## src/sv/rts_pkg.sv

```systemverilog
`default_nettype none

package rts_pkg;

	localparam logic [26:0] MS_PER_HOUR = 27'd3600000;
	localparam logic [26:0] MS_PER_MIN  = 27'd60000;
	localparam logic [26:0] MS_PER_SEC  = 27'd1000;

	// reciprocal estimates, floor(2^RECIP_SHIFT / divisor), low by at most one
	localparam int unsigned RECIP_SHIFT = 32;
	localparam logic [31:0] RECIP_HOUR = 32'((64'd1 << RECIP_SHIFT) / 64'(MS_PER_HOUR));
	localparam logic [31:0] RECIP_MIN  = 32'((64'd1 << RECIP_SHIFT) / 64'(MS_PER_MIN));
	localparam logic [31:0] RECIP_SEC  = 32'((64'd1 << RECIP_SHIFT) / 64'(MS_PER_SEC));

	// whole hours, minutes and seconds in a 27-bit millisecond count
	localparam int unsigned HQ_W = 6;
	localparam int unsigned MQ_W = 12;
	localparam int unsigned SQ_W = 18;

	localparam logic [5:0] HOUR_LIMIT = 6'd24;
	localparam logic [5:0] HOUR_TOP   = 6'd23;
	localparam logic [5:0] MIN_LIMIT  = 6'd60;
	localparam logic [5:0] MIN_TOP    = 6'd59;

	localparam logic MODE_START = 1'b0;
	localparam logic MODE_TURN  = 1'b1;

	localparam logic [1:0] FIELD_HOURS   = 2'd0;
	localparam logic [1:0] FIELD_MINUTES = 2'd1;
	localparam logic [1:0] FIELD_SECONDS = 2'd2;
	localparam logic [1:0] FIELD_NONE    = 2'd3;

	typedef struct packed {
		logic        mode;
		logic [26:0] start_ms;
		logic        turn_left;
		logic        turn_right;
		logic        press;
	} item_t;

	typedef struct packed {
		logic [4:0]  hours;
		logic [5:0]  minutes;
		logic [5:0]  seconds;
		logic        show_hours;
		logic        show_minutes;
		logic        show_seconds;
		logic [1:0]  field_selected;
		logic        beep_short;
		logic        beep_long;
		logic        done_res;
		logic [26:0] new_time_ms;
	} result_t;

	// request after splitting: exact quotients of start_ms by hour, minute, second
	typedef struct packed {
		logic            mode;
		logic            turn_left;
		logic            turn_right;
		logic            press;
		logic [HQ_W-1:0] hq;
		logic [MQ_W-1:0] mq;
		logic [SQ_W-1:0] sq;
	} split_t;

endpackage

`default_nettype wire

```

## src/sv/rotary_time_setter.sv

```systemverilog
// time-of-day set controller for a rotary encoder with push button
// request channel: item_valid / item_stall / item. mode 0 loads start_ms and
// opens editing on the hours field; mode 1 carries the turn and press flags of
// one encoder wait period and edits the selected field (blink, wrap, advance).
// result channel: result_valid / result_stall / result. every request gives
// exactly one result: the held values, show flags, selected field, beep
// requests, and on the final press of the seconds field done_res with the
// new millisecond-of-day value (0 otherwise).
// a request passes through an input register, a reciprocal-multiply estimate,
// a remainder correction, the edit step, and the output register that builds
// new_time_ms. one request per cycle is taken sustained while result_stall
// stays low; the edit state is the only loop and it updates on each request.
// a stalled result holds in the output register; empty stages still take new
// requests, and item_stall rises only once every stage is full.
// reset clears all valids and returns to idle with time 00:00:00, hours
// selected and all fields shown.
`default_nettype none

module rotary_time_setter (
	input  wire logic             clk,
	input  wire logic             arst_n,
	input  wire logic             item_valid,
	output logic                  item_stall,
	input  wire rts_pkg::item_t   item,
	output logic                  result_valid,
	input  wire logic             result_stall,
	output rts_pkg::result_t      result
);
	import rts_pkg::*;

	logic    item_ready;
	logic    split_valid, split_ready;
	split_t  split;
	logic    view_valid, view_ready;
	result_t view;

	assign item_stall = !item_ready;

	rts_divide u_divide (
		.clk         (clk),
		.arst_n      (arst_n),
		.item_valid  (item_valid),
		.item_ready  (item_ready),
		.item        (item),
		.split_valid (split_valid),
		.split_ready (split_ready),
		.split       (split)
	);

	rts_edit u_edit (
		.clk         (clk),
		.arst_n      (arst_n),
		.split_valid (split_valid),
		.split_ready (split_ready),
		.split       (split),
		.view_valid  (view_valid),
		.view_ready  (view_ready),
		.view        (view)
	);

	rts_pack u_pack (
		.clk          (clk),
		.arst_n       (arst_n),
		.view_valid   (view_valid),
		.view_ready   (view_ready),
		.view         (view),
		.result_valid (result_valid),
		.result_stall (result_stall),
		.result       (result)
	);

endmodule

`default_nettype wire

```

## src/sv/rts_divide.sv

```systemverilog
`default_nettype none

module rts_divide (
	input  wire logic           clk,
	input  wire logic           arst_n,
	input  wire logic           item_valid,
	output logic                item_ready,
	input  wire rts_pkg::item_t item,
	output logic                split_valid,
	input  wire logic           split_ready,
	output rts_pkg::split_t     split
);
	import rts_pkg::*;

	logic            v_s1, v_s2, v_s3;
	logic            ready2, ready3;
	item_t           item_s1, item_s2;
	logic [HQ_W-1:0] hest_s2;
	logic [MQ_W-1:0] mest_s2;
	logic [SQ_W-1:0] sest_s2;
	split_t          split_s3;

	logic [58:0]     hprod, mprod, sprod;
	logic [26:0]     hrem, mrem, srem;

	assign ready3     = !v_s3 || split_ready;
	assign ready2     = !v_s2 || ready3;
	assign item_ready = !v_s1 || ready2;

	assign hprod = 59'(item_s1.start_ms) * 59'(RECIP_HOUR);
	assign mprod = 59'(item_s1.start_ms) * 59'(RECIP_MIN);
	assign sprod = 59'(item_s1.start_ms) * 59'(RECIP_SEC);

	// estimate never exceeds the true quotient, so the remainder stays below twice the divisor
	assign hrem = item_s2.start_ms - 27'(hest_s2) * MS_PER_HOUR;
	assign mrem = item_s2.start_ms - 27'(mest_s2) * MS_PER_MIN;
	assign srem = item_s2.start_ms - 27'(sest_s2) * MS_PER_SEC;

	always_ff @(posedge clk or negedge arst_n) begin
		if (!arst_n) begin
			v_s1 <= 1'b0;
			v_s2 <= 1'b0;
			v_s3 <= 1'b0;
		end else begin
			if (item_ready) begin
				v_s1 <= item_valid;
			end
			if (ready2) begin
				v_s2 <= v_s1;
			end
			if (ready3) begin
				v_s3 <= v_s2;
			end
		end
	end

	always_ff @(posedge clk) begin
		if (item_ready && item_valid) begin
			item_s1 <= item;
		end
		if (ready2 && v_s1) begin
			item_s2 <= item_s1;
			hest_s2 <= hprod[RECIP_SHIFT +: HQ_W];
			mest_s2 <= mprod[RECIP_SHIFT +: MQ_W];
			sest_s2 <= sprod[RECIP_SHIFT +: SQ_W];
		end
		if (ready3 && v_s2) begin
			split_s3.mode       <= item_s2.mode;
			split_s3.turn_left  <= item_s2.turn_left;
			split_s3.turn_right <= item_s2.turn_right;
			split_s3.press      <= item_s2.press;
			split_s3.hq <= hest_s2 + HQ_W'(hrem >= MS_PER_HOUR);
			split_s3.mq <= mest_s2 + MQ_W'(mrem >= MS_PER_MIN);
			split_s3.sq <= sest_s2 + SQ_W'(srem >= MS_PER_SEC);
		end
	end

	assign split_valid = v_s3;
	assign split       = split_s3;

endmodule

`default_nettype wire

```

## src/sv/rts_edit.sv

```systemverilog
`default_nettype none

module rts_edit (
	input  wire logic            clk,
	input  wire logic            arst_n,
	input  wire logic            split_valid,
	output logic                 split_ready,
	input  wire rts_pkg::split_t split,
	output logic                 view_valid,
	input  wire logic            view_ready,
	output rts_pkg::result_t     view
);
	import rts_pkg::*;

	function automatic logic [5:0] turn_value(input logic [5:0] v, input logic [5:0] top,
		input logic l, input logic r);
		logic [5:0] res;
		res = v;
		if (l && !r) begin
			res = (v == 6'd0) ? top : v - 6'd1;
		end else if (r && !l) begin
			res = (v >= top) ? 6'd0 : v + 6'd1;
		end
		return res;
	endfunction

	logic       editing_q;
	logic [1:0] field_q;
	logic [4:0] hour_q;
	logic [5:0] minute_q, second_q;
	logic [2:0] vis_q;

	logic       editing_n;
	logic [1:0] field_n;
	logic [4:0] hour_n;
	logic [5:0] minute_n, second_n;
	logic [2:0] vis_n;
	logic       beep_s, beep_l, done_n;

	logic       take;
	logic       v_s4;
	result_t    view_s4;

	logic [4:0] start_hour;
	logic [5:0] start_min, start_sec;
	logic [2:0] mask;
	logic [5:0] cur, top, turned;

	assign split_ready = !v_s4 || view_ready;
	assign take        = split_valid && split_ready;

	assign start_hour = ({1'b0, split.hq} >= {1'b0, HOUR_LIMIT}) ? 5'd0 : 5'(split.hq);
	assign start_min  = 6'(split.mq - 12'(split.hq) * 12'(MIN_LIMIT));
	assign start_sec  = 6'(split.sq - 18'(split.mq) * 18'(MIN_LIMIT));

	assign mask = 3'b001 << field_q;

	always_comb begin
		unique case (field_q)
			FIELD_HOURS: begin
				cur = {1'b0, hour_q};
				top = HOUR_TOP;
			end
			FIELD_MINUTES: begin
				cur = minute_q;
				top = MIN_TOP;
			end
			FIELD_SECONDS: begin
				cur = second_q;
				top = MIN_TOP;
			end
			FIELD_NONE: begin
				cur = 6'd0;
				top = MIN_TOP;
			end
		endcase
	end

	assign turned = turn_value(cur, top, split.turn_left, split.turn_right);

	always_comb begin
		editing_n = editing_q;
		field_n   = field_q;
		hour_n    = hour_q;
		minute_n  = minute_q;
		second_n  = second_q;
		vis_n     = vis_q;
		beep_s    = 1'b0;
		beep_l    = 1'b0;
		done_n    = 1'b0;
		if (split.mode == MODE_START) begin
			hour_n    = start_hour;
			minute_n  = start_min;
			second_n  = start_sec;
			field_n   = FIELD_HOURS;
			vis_n     = 3'b111;
			editing_n = 1'b1;
		end else if (editing_q && field_q != FIELD_NONE) begin
			// blink the selected field, a turn or a press on hours or minutes forces it back on
			vis_n = vis_q ^ mask;
			if (split.turn_left || split.turn_right) begin
				beep_s = 1'b1;
				vis_n  = vis_n | mask;
				unique case (field_q)
					FIELD_HOURS:   hour_n   = turned[4:0];
					FIELD_MINUTES: minute_n = turned;
					FIELD_SECONDS: second_n = turned;
					FIELD_NONE:    second_n = second_q;
				endcase
			end
			if (split.press) begin
				beep_l = 1'b1;
				if (field_q != FIELD_SECONDS) begin
					vis_n   = vis_n | mask;
					field_n = field_q + 2'd1;
				end else begin
					done_n    = 1'b1;
					editing_n = 1'b0;
				end
			end
		end
	end

	always_ff @(posedge clk or negedge arst_n) begin
		if (!arst_n) begin
			editing_q <= 1'b0;
			field_q   <= FIELD_HOURS;
			hour_q    <= 5'd0;
			minute_q  <= 6'd0;
			second_q  <= 6'd0;
			vis_q     <= 3'b111;
			v_s4      <= 1'b0;
		end else begin
			if (split_ready) begin
				v_s4 <= split_valid;
			end
			if (take) begin
				editing_q <= editing_n;
				field_q   <= field_n;
				hour_q    <= hour_n;
				minute_q  <= minute_n;
				second_q  <= second_n;
				vis_q     <= vis_n;
			end
		end
	end

	always_ff @(posedge clk) begin
		if (take) begin
			view_s4.hours          <= hour_n;
			view_s4.minutes        <= minute_n;
			view_s4.seconds        <= second_n;
			view_s4.show_hours     <= vis_n[0];
			view_s4.show_minutes   <= vis_n[1];
			view_s4.show_seconds   <= vis_n[2];
			view_s4.field_selected <= field_n;
			view_s4.beep_short     <= beep_s;
			view_s4.beep_long      <= beep_l;
			view_s4.done_res       <= done_n;
			// filled in by the output stage
			view_s4.new_time_ms    <= 27'd0;
		end
	end

	assign view_valid = v_s4;
	assign view       = view_s4;

`ifndef ASSERT_OFF
	a_start_loads: assert property (@(posedge clk) disable iff (!arst_n)
		take && split.mode == MODE_START |=>
			editing_q && field_q == FIELD_HOURS && vis_q == 3'b111)
		else $error("start request did not open editing on hours");

	a_values_in_range: assert property (@(posedge clk) disable iff (!arst_n)
		{1'b0, hour_q} < HOUR_LIMIT && minute_q < MIN_LIMIT && second_q < MIN_LIMIT)
		else $error("held time value out of range");

	a_done_ends_edit: assert property (@(posedge clk) disable iff (!arst_n)
		take && done_n |=> !editing_q && field_q == FIELD_SECONDS)
		else $error("editing still open after done");

	a_hold_when_idle: assert property (@(posedge clk) disable iff (!arst_n)
		!take |=> $stable(editing_q) && $stable(field_q) && $stable(hour_q) && $stable(vis_q))
		else $error("edit state changed without a request");

	a_done_with_press: assert property (@(posedge clk) disable iff (!arst_n)
		v_s4 && view_s4.done_res |-> view_s4.beep_long && view_s4.field_selected == FIELD_SECONDS)
		else $error("done result without a press on seconds");
`endif

endmodule

`default_nettype wire

```

## src/sv/rts_pack.sv

```systemverilog
`default_nettype none

module rts_pack (
	input  wire logic             clk,
	input  wire logic             arst_n,
	input  wire logic             view_valid,
	output logic                  view_ready,
	input  wire rts_pkg::result_t view,
	output logic                  result_valid,
	input  wire logic             result_stall,
	output rts_pkg::result_t      result
);
	import rts_pkg::*;

	logic        v_q;
	result_t     res_q;
	result_t     res_d;
	logic [26:0] total_ms;

	assign view_ready = !v_q || !result_stall;

	assign total_ms = 27'(view.hours) * MS_PER_HOUR + 27'(view.minutes) * MS_PER_MIN
		+ 27'(view.seconds) * MS_PER_SEC;

	always_comb begin
		res_d             = view;
		res_d.new_time_ms = view.done_res ? total_ms : 27'd0;
	end

	always_ff @(posedge clk or negedge arst_n) begin
		if (!arst_n) begin
			v_q <= 1'b0;
		end else if (view_ready) begin
			v_q <= view_valid;
		end
	end

	always_ff @(posedge clk) begin
		if (view_ready && view_valid) begin
			res_q <= res_d;
		end
	end

	assign result_valid = v_q;
	assign result       = res_q;

endmodule

`default_nettype wire
```

## config.mk

```make
export PLATFORM = sky130hd
export DESIGN_NAME = rotary_time_setter
export DESIGN_NICKNAME = d
export VERILOG_FILES = /design/src/sv/rts_pkg.sv /design/src/sv/rotary_time_setter.sv /design/src/sv/rts_divide.sv /design/src/sv/rts_edit.sv /design/src/sv/rts_pack.sv
export SDC_FILE = /design/constraint.sdc
export NUM_CORES = 2
export LEC_CHECK = 0
export BUFFER_PORTS_ARGS = -buffer_cell sky130_fd_sc_hd__clkbuf_2
export CAP_MARGIN = 20
export CORE_MARGIN = 5
export CORE_UTILIZATION = 30
export CTS_CLUSTER_DIAMETER = 200
export DETAILED_ROUTE_END_ITERATION = 10
export PLACE_DENSITY = 0.56
export SKIP_CTS_REPAIR_TIMING = 1
export SYNTH_ARGS = -nofsm -noshare
export SYNTH_HDL_FRONTEND = slang
export SYNTH_SLANG_ARGS = --single-unit
```

## constraint.sdc

```tcl
create_clock -name clk -period 9.1 [get_ports clk]
set_input_delay 0 -clock clk [delete_from_list [all_inputs] [get_ports clk]]
set_output_delay 0 -clock clk [all_outputs]
set_load 0.01 [all_outputs]
```

# == Yosys cells after proc, flatten, opt, wreduce, memory -nomap -nowiden ==
# Index checks and enable logic that the tools add are counted.
# classes
n_addsub,13
n_mul,11
order_cmp,5
n_eq_ne,8
n_shift,1
n_mux,37
bitwise,3
n_reduce_logical,29
# ops
operator,count
27-bit subtractor,3
6-bit two-way mux,12
27-bit by 23-bit multiplier with 50-bit output (second input constant),1
27-bit by 16-bit multiplier with 43-bit output (second input constant),1
27-bit by 11-bit multiplier with 38-bit output (second input constant),1
27-bit by 16-bit adder with 27-bit output,1
27-bit by 22-bit adder with 27-bit output,1
27-bit by 10-bit >= comparator with 1-bit output (second input constant),1
27-bit by 16-bit >= comparator with 1-bit output (second input constant),1
27-bit by 22-bit >= comparator with 1-bit output (second input constant),1
5-bit two-way mux,5
18-bit by 7-bit multiplier with 24-bit output (second input constant),1
6-bit case mux with 4 select lines,1
12-bit by 11-bit multiplier with 22-bit output (second input constant),1
3-bit two-way mux,7
5-bit by 15-bit multiplier with 20-bit output (second input constant),1
6-bit by 15-bit multiplier with 20-bit output (second input constant),1
6-bit by 11-bit multiplier with 17-bit output (second input constant),1
6-bit by 7-bit multiplier with 13-bit output (second input constant),1
12-bit by 1-bit adder with 12-bit output,1
6-bit by 1-bit adder with 6-bit output,2
12-bit by 4-bit multiplier with 4-bit output (second input constant),1
6-bit case mux with 2 select lines,1
6-bit subtractor,2
24 further kinds,58
# word_totals
register_bits,231
input_bits,35
out_inout_bits,54
word_cells,159

# == Longest topological paths before layout ==
# depth
word_depth,11
mapped_depth,32
depth_no_buf,32

# == Modules after synthesis ==
# A second synthesis with hierarchy kept.
# unflattened
cells_unflattened,4258
area_unflattened_um2,43606.8
# modules_own_cells
mod,n_inst,cells_per_inst,area_per_inst_um2,seq_area_each_um2
rts_divide,1,3275,33789.9,4129.0
rts_pack,1,608,6155.9,1496.4
rts_edit,1,374,3657.3,1355.0
rotary_time_setter,1,1,3.8,0.0

# == Worst setup path after synthesis ==
# Ideal clock, no wire load.
# synth_timing
kind,flip-flop to flip-flop
startpoint,register u_divide.mest_s2[1]
endpoint,"register u_divide.split_s3, in the netlist u_divide.split[22] (data pin)"
setup_time_ns,0.264
t_arrival_ns,6.814
t_required_ns,8.836
slack_ns,2.022
stages_incl_launch_ff,25
path_buffers,0
cell_sequence,edfxtp_1 inv_1 fa_1 inv_1 fa_1 fa_1 inv_1 fa_1 fa_1 inv_1 ha_1 o211ai_1 a211oi_1 nor3_1 or3_1 xor2_1 ha_1 or3_2 a2111oi_0 a211oi_1 xnor2_1 or4_1 ha_1 nand3_1 xnor2_1
# synth_via
elab_chain_len,4
# synth_lines
item,line_no,source
start: declaration,rts_divide.sv:19,logic [MQ_W-1:0] mest_s2;
start signal: assignment,rts_divide.sv:64,mest_s2 <= mprod[RECIP_SHIFT +: MQ_W];
12-bit by 11-bit multiplier with 22-bit output,rts_divide.sv:36,assign mrem = item_s2.start_ms - 27'(mest_s2) * MS_PER_MIN;
27-bit subtractor,rts_divide.sv:36,
27-bit by 16-bit >= comparator with 1-bit output,rts_divide.sv:73,split_s3.mq <= mest_s2 + MQ_W'(mrem >= MS_PER_MIN);
12-bit by 1-bit adder with 12-bit output (*),rts_divide.sv:73,
end: declaration,rts_divide.sv:21,split_t split_s3;
# Mark *: on every way between the ends. The rest lies on a longest branch, timed or not.
# A chain may end at the register's enable or synchronous reset.

# == Final worst setup path ==
# layout_timing
startpoint,register u_divide.sest_s2[0]
endpoint,"register u_divide.split_s3, in the netlist u_divide.split[2] (data pin)"
# layout_via
elab_chain_len,4
# layout_lines
item,line_no,source
start: declaration,rts_divide.sv:20,logic [SQ_W-1:0] sest_s2;
start signal: assignment,rts_divide.sv:65,sest_s2 <= sprod[RECIP_SHIFT +: SQ_W];
18-bit by 7-bit multiplier with 24-bit output,rts_divide.sv:37,assign srem = item_s2.start_ms - 27'(sest_s2) * MS_PER_SEC;
27-bit subtractor,rts_divide.sv:37,
27-bit by 10-bit >= comparator with 1-bit output,rts_divide.sv:74,split_s3.sq <= sest_s2 + SQ_W'(srem >= MS_PER_SEC);
6-bit by 1-bit adder with 6-bit output (*),rts_divide.sv:74,
# Marked as above.

==> flow_metrics.env <==
export IMPL_startpoint_type="flip-flop"
export IMPL_row_count=138
export IMPL_multi_input_area_um2=32200
export IMPL_drv_cap=0
export IMPL_met2_length_mm=49.1
export IMPL_synth_edff_count=191
export IMPL_topRoutingLayerUsed="met4"
export IMPL_cts_root_buf="clkbuf_16"
export IMPL_clock_sinks=219
export IMPL_grt_max_degree=65
export IMPL_dr_pass1_iters=5
export IMPL_antenna_found_initial=2
export IMPL_synth_cell_types=85
export IMPL_crit_path_end_kind="flip-flop"
export IMPL_numCtsBuffers=30
export IMPL_ys_top_cells_by_area="fa_1 27%, ha_1 27%, edfxtp_1 13%"
export IMPL_area_delta_synth_final_pct=10.1
export IMPL_period_minus_slack_ns=7.82
export IMPL_final_cell_mix="1064 x inv_1, 920 x ha_1, 583 x fa_1"
export IMPL_avgSynthCellArea_um2=10.0
export IMPL_final_common_cell="inv_1"
export IMPL_setup_viol=0
export IMPL_synth_seq_cells=219
export IMPL_layout_drive_gt1_share_pct=5.14
export IMPL_synth_top_area_share_pct=27.3
export IMPL_routed_via_density=4.70
export IMPL_min_period_over_period_pct=85.9
export IMPL_yosysWarnings=0
export IMPL_start_util_pct=30.2
export IMPL_path_clk_slew_ns=0.07
export IMPL_cts_buffer_depth=3
export IMPL_worstMarginPinSlew_ns=1.10
export IMPL_dp_hpwl_mm=85.8
export IMPL_seq_area_um2=6440
export IMPL_cts_tree="done"
export IMPL_async_flop_share_pct=12.8
export IMPL_clock_latency_ns=0.62
export IMPL_m1WireLength_mm=46.3
export IMPL_grt_pass1_vias=31100
export IMPL_ios=89
export IMPL_netlist_area_um2=42800
export IMPL_grt_pass1_wl_mm=167
export IMPL_min_path_type="in2async"
export IMPL_timing_final_hold_violations=0
export IMPL_grt_remaining_overflow=0
export IMPL_die_w_um=388
export IMPL_die_area_um2=150000
export IMPL_ant_nets=0
export IMPL_io_buffers=85
export IMPL_rsz0062_at_grt="no"
export IMPL_htreeDepth=1
export IMPL_grt_use_total_pct=13.8
export IMPL_slew_viol_final=0
export IMPL_synth_cells=4268
export IMPL_drt_wl_total_mm=103
export IMPL_gp_congestion=0.835
export IMPL_synth_ff_type="edfxtp_1"
export IMPL_utilization_pct=33.3
export IMPL_critPathMaxFanout=7
export IMPL_totalNegativeSetupSlack_ns=0
export IMPL_cp_data_arrival_time_ns=8.18
export IMPL_wl_met3_mm=4.87
export IMPL_via_count=29800
export IMPL_required_ns=9.46
export IMPL_finalNetCount=5969
export IMPL_drtIter0Drc=1377
export IMPL_post_synth_top_area_cell="fa_1"
export IMPL_ys_seq_area_share_pct=15.1
export IMPL_fin_skew_ns=0.0194
export IMPL_filler_cell_count=14500
export IMPL_post_drt_wl_per_cell_um=16.3
export IMPL_core_um2=142000
export IMPL_die_h_um=388
export IMPL_timing_fmax_ghz=0.128
export IMPL_crit_type="reg2reg"
export IMPL_place_area_um2=45700
export IMPL_drc=0
export IMPL_relSlewSlack_pct=24.8
export IMPL_outcome="finished clean"
export IMPL_postLayoutCellArea_um2=47100
[worst paths after layout]
check / start / end / slack [ns] / cells after the start
min: arst_n / u_edit.editing_q / 0.01 / 2
min in group clk: item[9] / u_divide.item_s1[9] / 0.10 / 2
max: u_divide.sest_s2[0] / u_divide.split[2] / 1.28 / 26
max reg2reg: u_divide.sest_s2[0] / u_divide.split[2] / 1.28 / 26
max in group asynchronous: arst_n / u_edit.minute_q[3] / 8.57 / 2
min reg2reg: u_divide.item_s2[30] / u_divide.split[39] / 0.42 / 0
[critical path, stage by stage, from the launching register on]
cell and delay (ns):
edfxtp_1 0.51, fa_1 0.60, inv_1 0.06, fa_1 0.52, fa_1 0.44, fa_1 0.51, inv_1 0.04, ha_1 0.34
a2111oi_0 0.60, o31ai_1 0.25, o21ai_0 0.30, o21bai_1 0.09, a21oi_1 0.18, xor2_1 0.09, ha_1 0.40, and4_1 0.26
nand3_1 0.09, o211ai_1 0.16, nor3_1 0.08, a21o_1 0.23, a2111oi_0 0.46, a311oi_1 0.10, nor4_1 0.32, o211ai_1 0.27
ha_1 0.29, ha_1 0.22, xor2_1 0.14
[synth_stat cells, drive strengths merged (19+ instances only)]
| master | instances |
|---|---|
| inv | 1065 |
| nand3 | 65 |
| nor3 | 52 |
| a21oi | 166 |
| xnor2 | 97 |
| o211ai | 35 |
| nand2b | 25 |
| and3 | 20 |
| a21o | 65 |
| xor2 | 62 |
| nand2 | 151 |
| or3 | 21 |
| nor2 | 169 |
| o21a | 33 |
| edfxtp | 191 |
| nor2b | 38 |
| and2 | 19 |
| dfrtp | 25 |
| mux2 | 26 |
| o21ai | 116 |
| fa | 583 |
| nand4 | 28 |
| a211oi | 33 |
| ha | 920 |
[cell families after synthesis]
family,share of synthesized area [%]
xor+xnor,3.26
simple gates,7.20
fa+ha+maj,54.2
compound gates,9.71
flops,15.1
buf+inv,9.61
other cells,0.00877
mux,0.965
[per-layer routing]
| layer | vias to the layer above | global-route usage, % |
|---|---|---|
| li1 | 14400 | - |
| met1 | 14700 | 18.3 |
| met2 | 551 | 23.4 |
| met3 | 149 | 2.18 |
| met4 | 0 | 3.55 |
| met5 | - | 0 |
[through the flow]
step	hold WS (ns)	worst slack (ns)	instances
2_1_floorplan	-0.296	2.02	4270
3_3_place_gp	0.137	1.43	6253
3_5_place_dp	0.140	1.30	6253
4_1_cts	-0.538	1.24	6306
5_1_grt	0.0380	0.793	6342
6_report	0.0123	1.28	6343
[layout make-up]
cell class	instances	share of cell area, %
multi-input cells	2959	68.5
flip-flops and latches	219	13.7
inverters	1065	8.49
well taps	1890	5.02
repair buffers	156	2.25
clock buffers	31	1.60
clock inverters	22	0.494
diodes	1	0.00531
[flip-flops by register name, indices dropped and copies added, names as in the netlist, 3 cells and up]
signal,count
u_divide.sest_s2,18
u_pack.result,49
u_edit.second_q,6
u_edit.vis_q,3
u_edit.hour_q,5
u_divide.item_s2,28
u_divide.mest_s2,12
u_divide.split,22
u_divide.hest_s2,6
u_edit.minute_q,6
u_edit.view,25
u_divide.item_s1,31
Power is left out: the tool's default activity adds up to more than one toggle a clock period on the data nets, which glitch-free logic cannot reach.
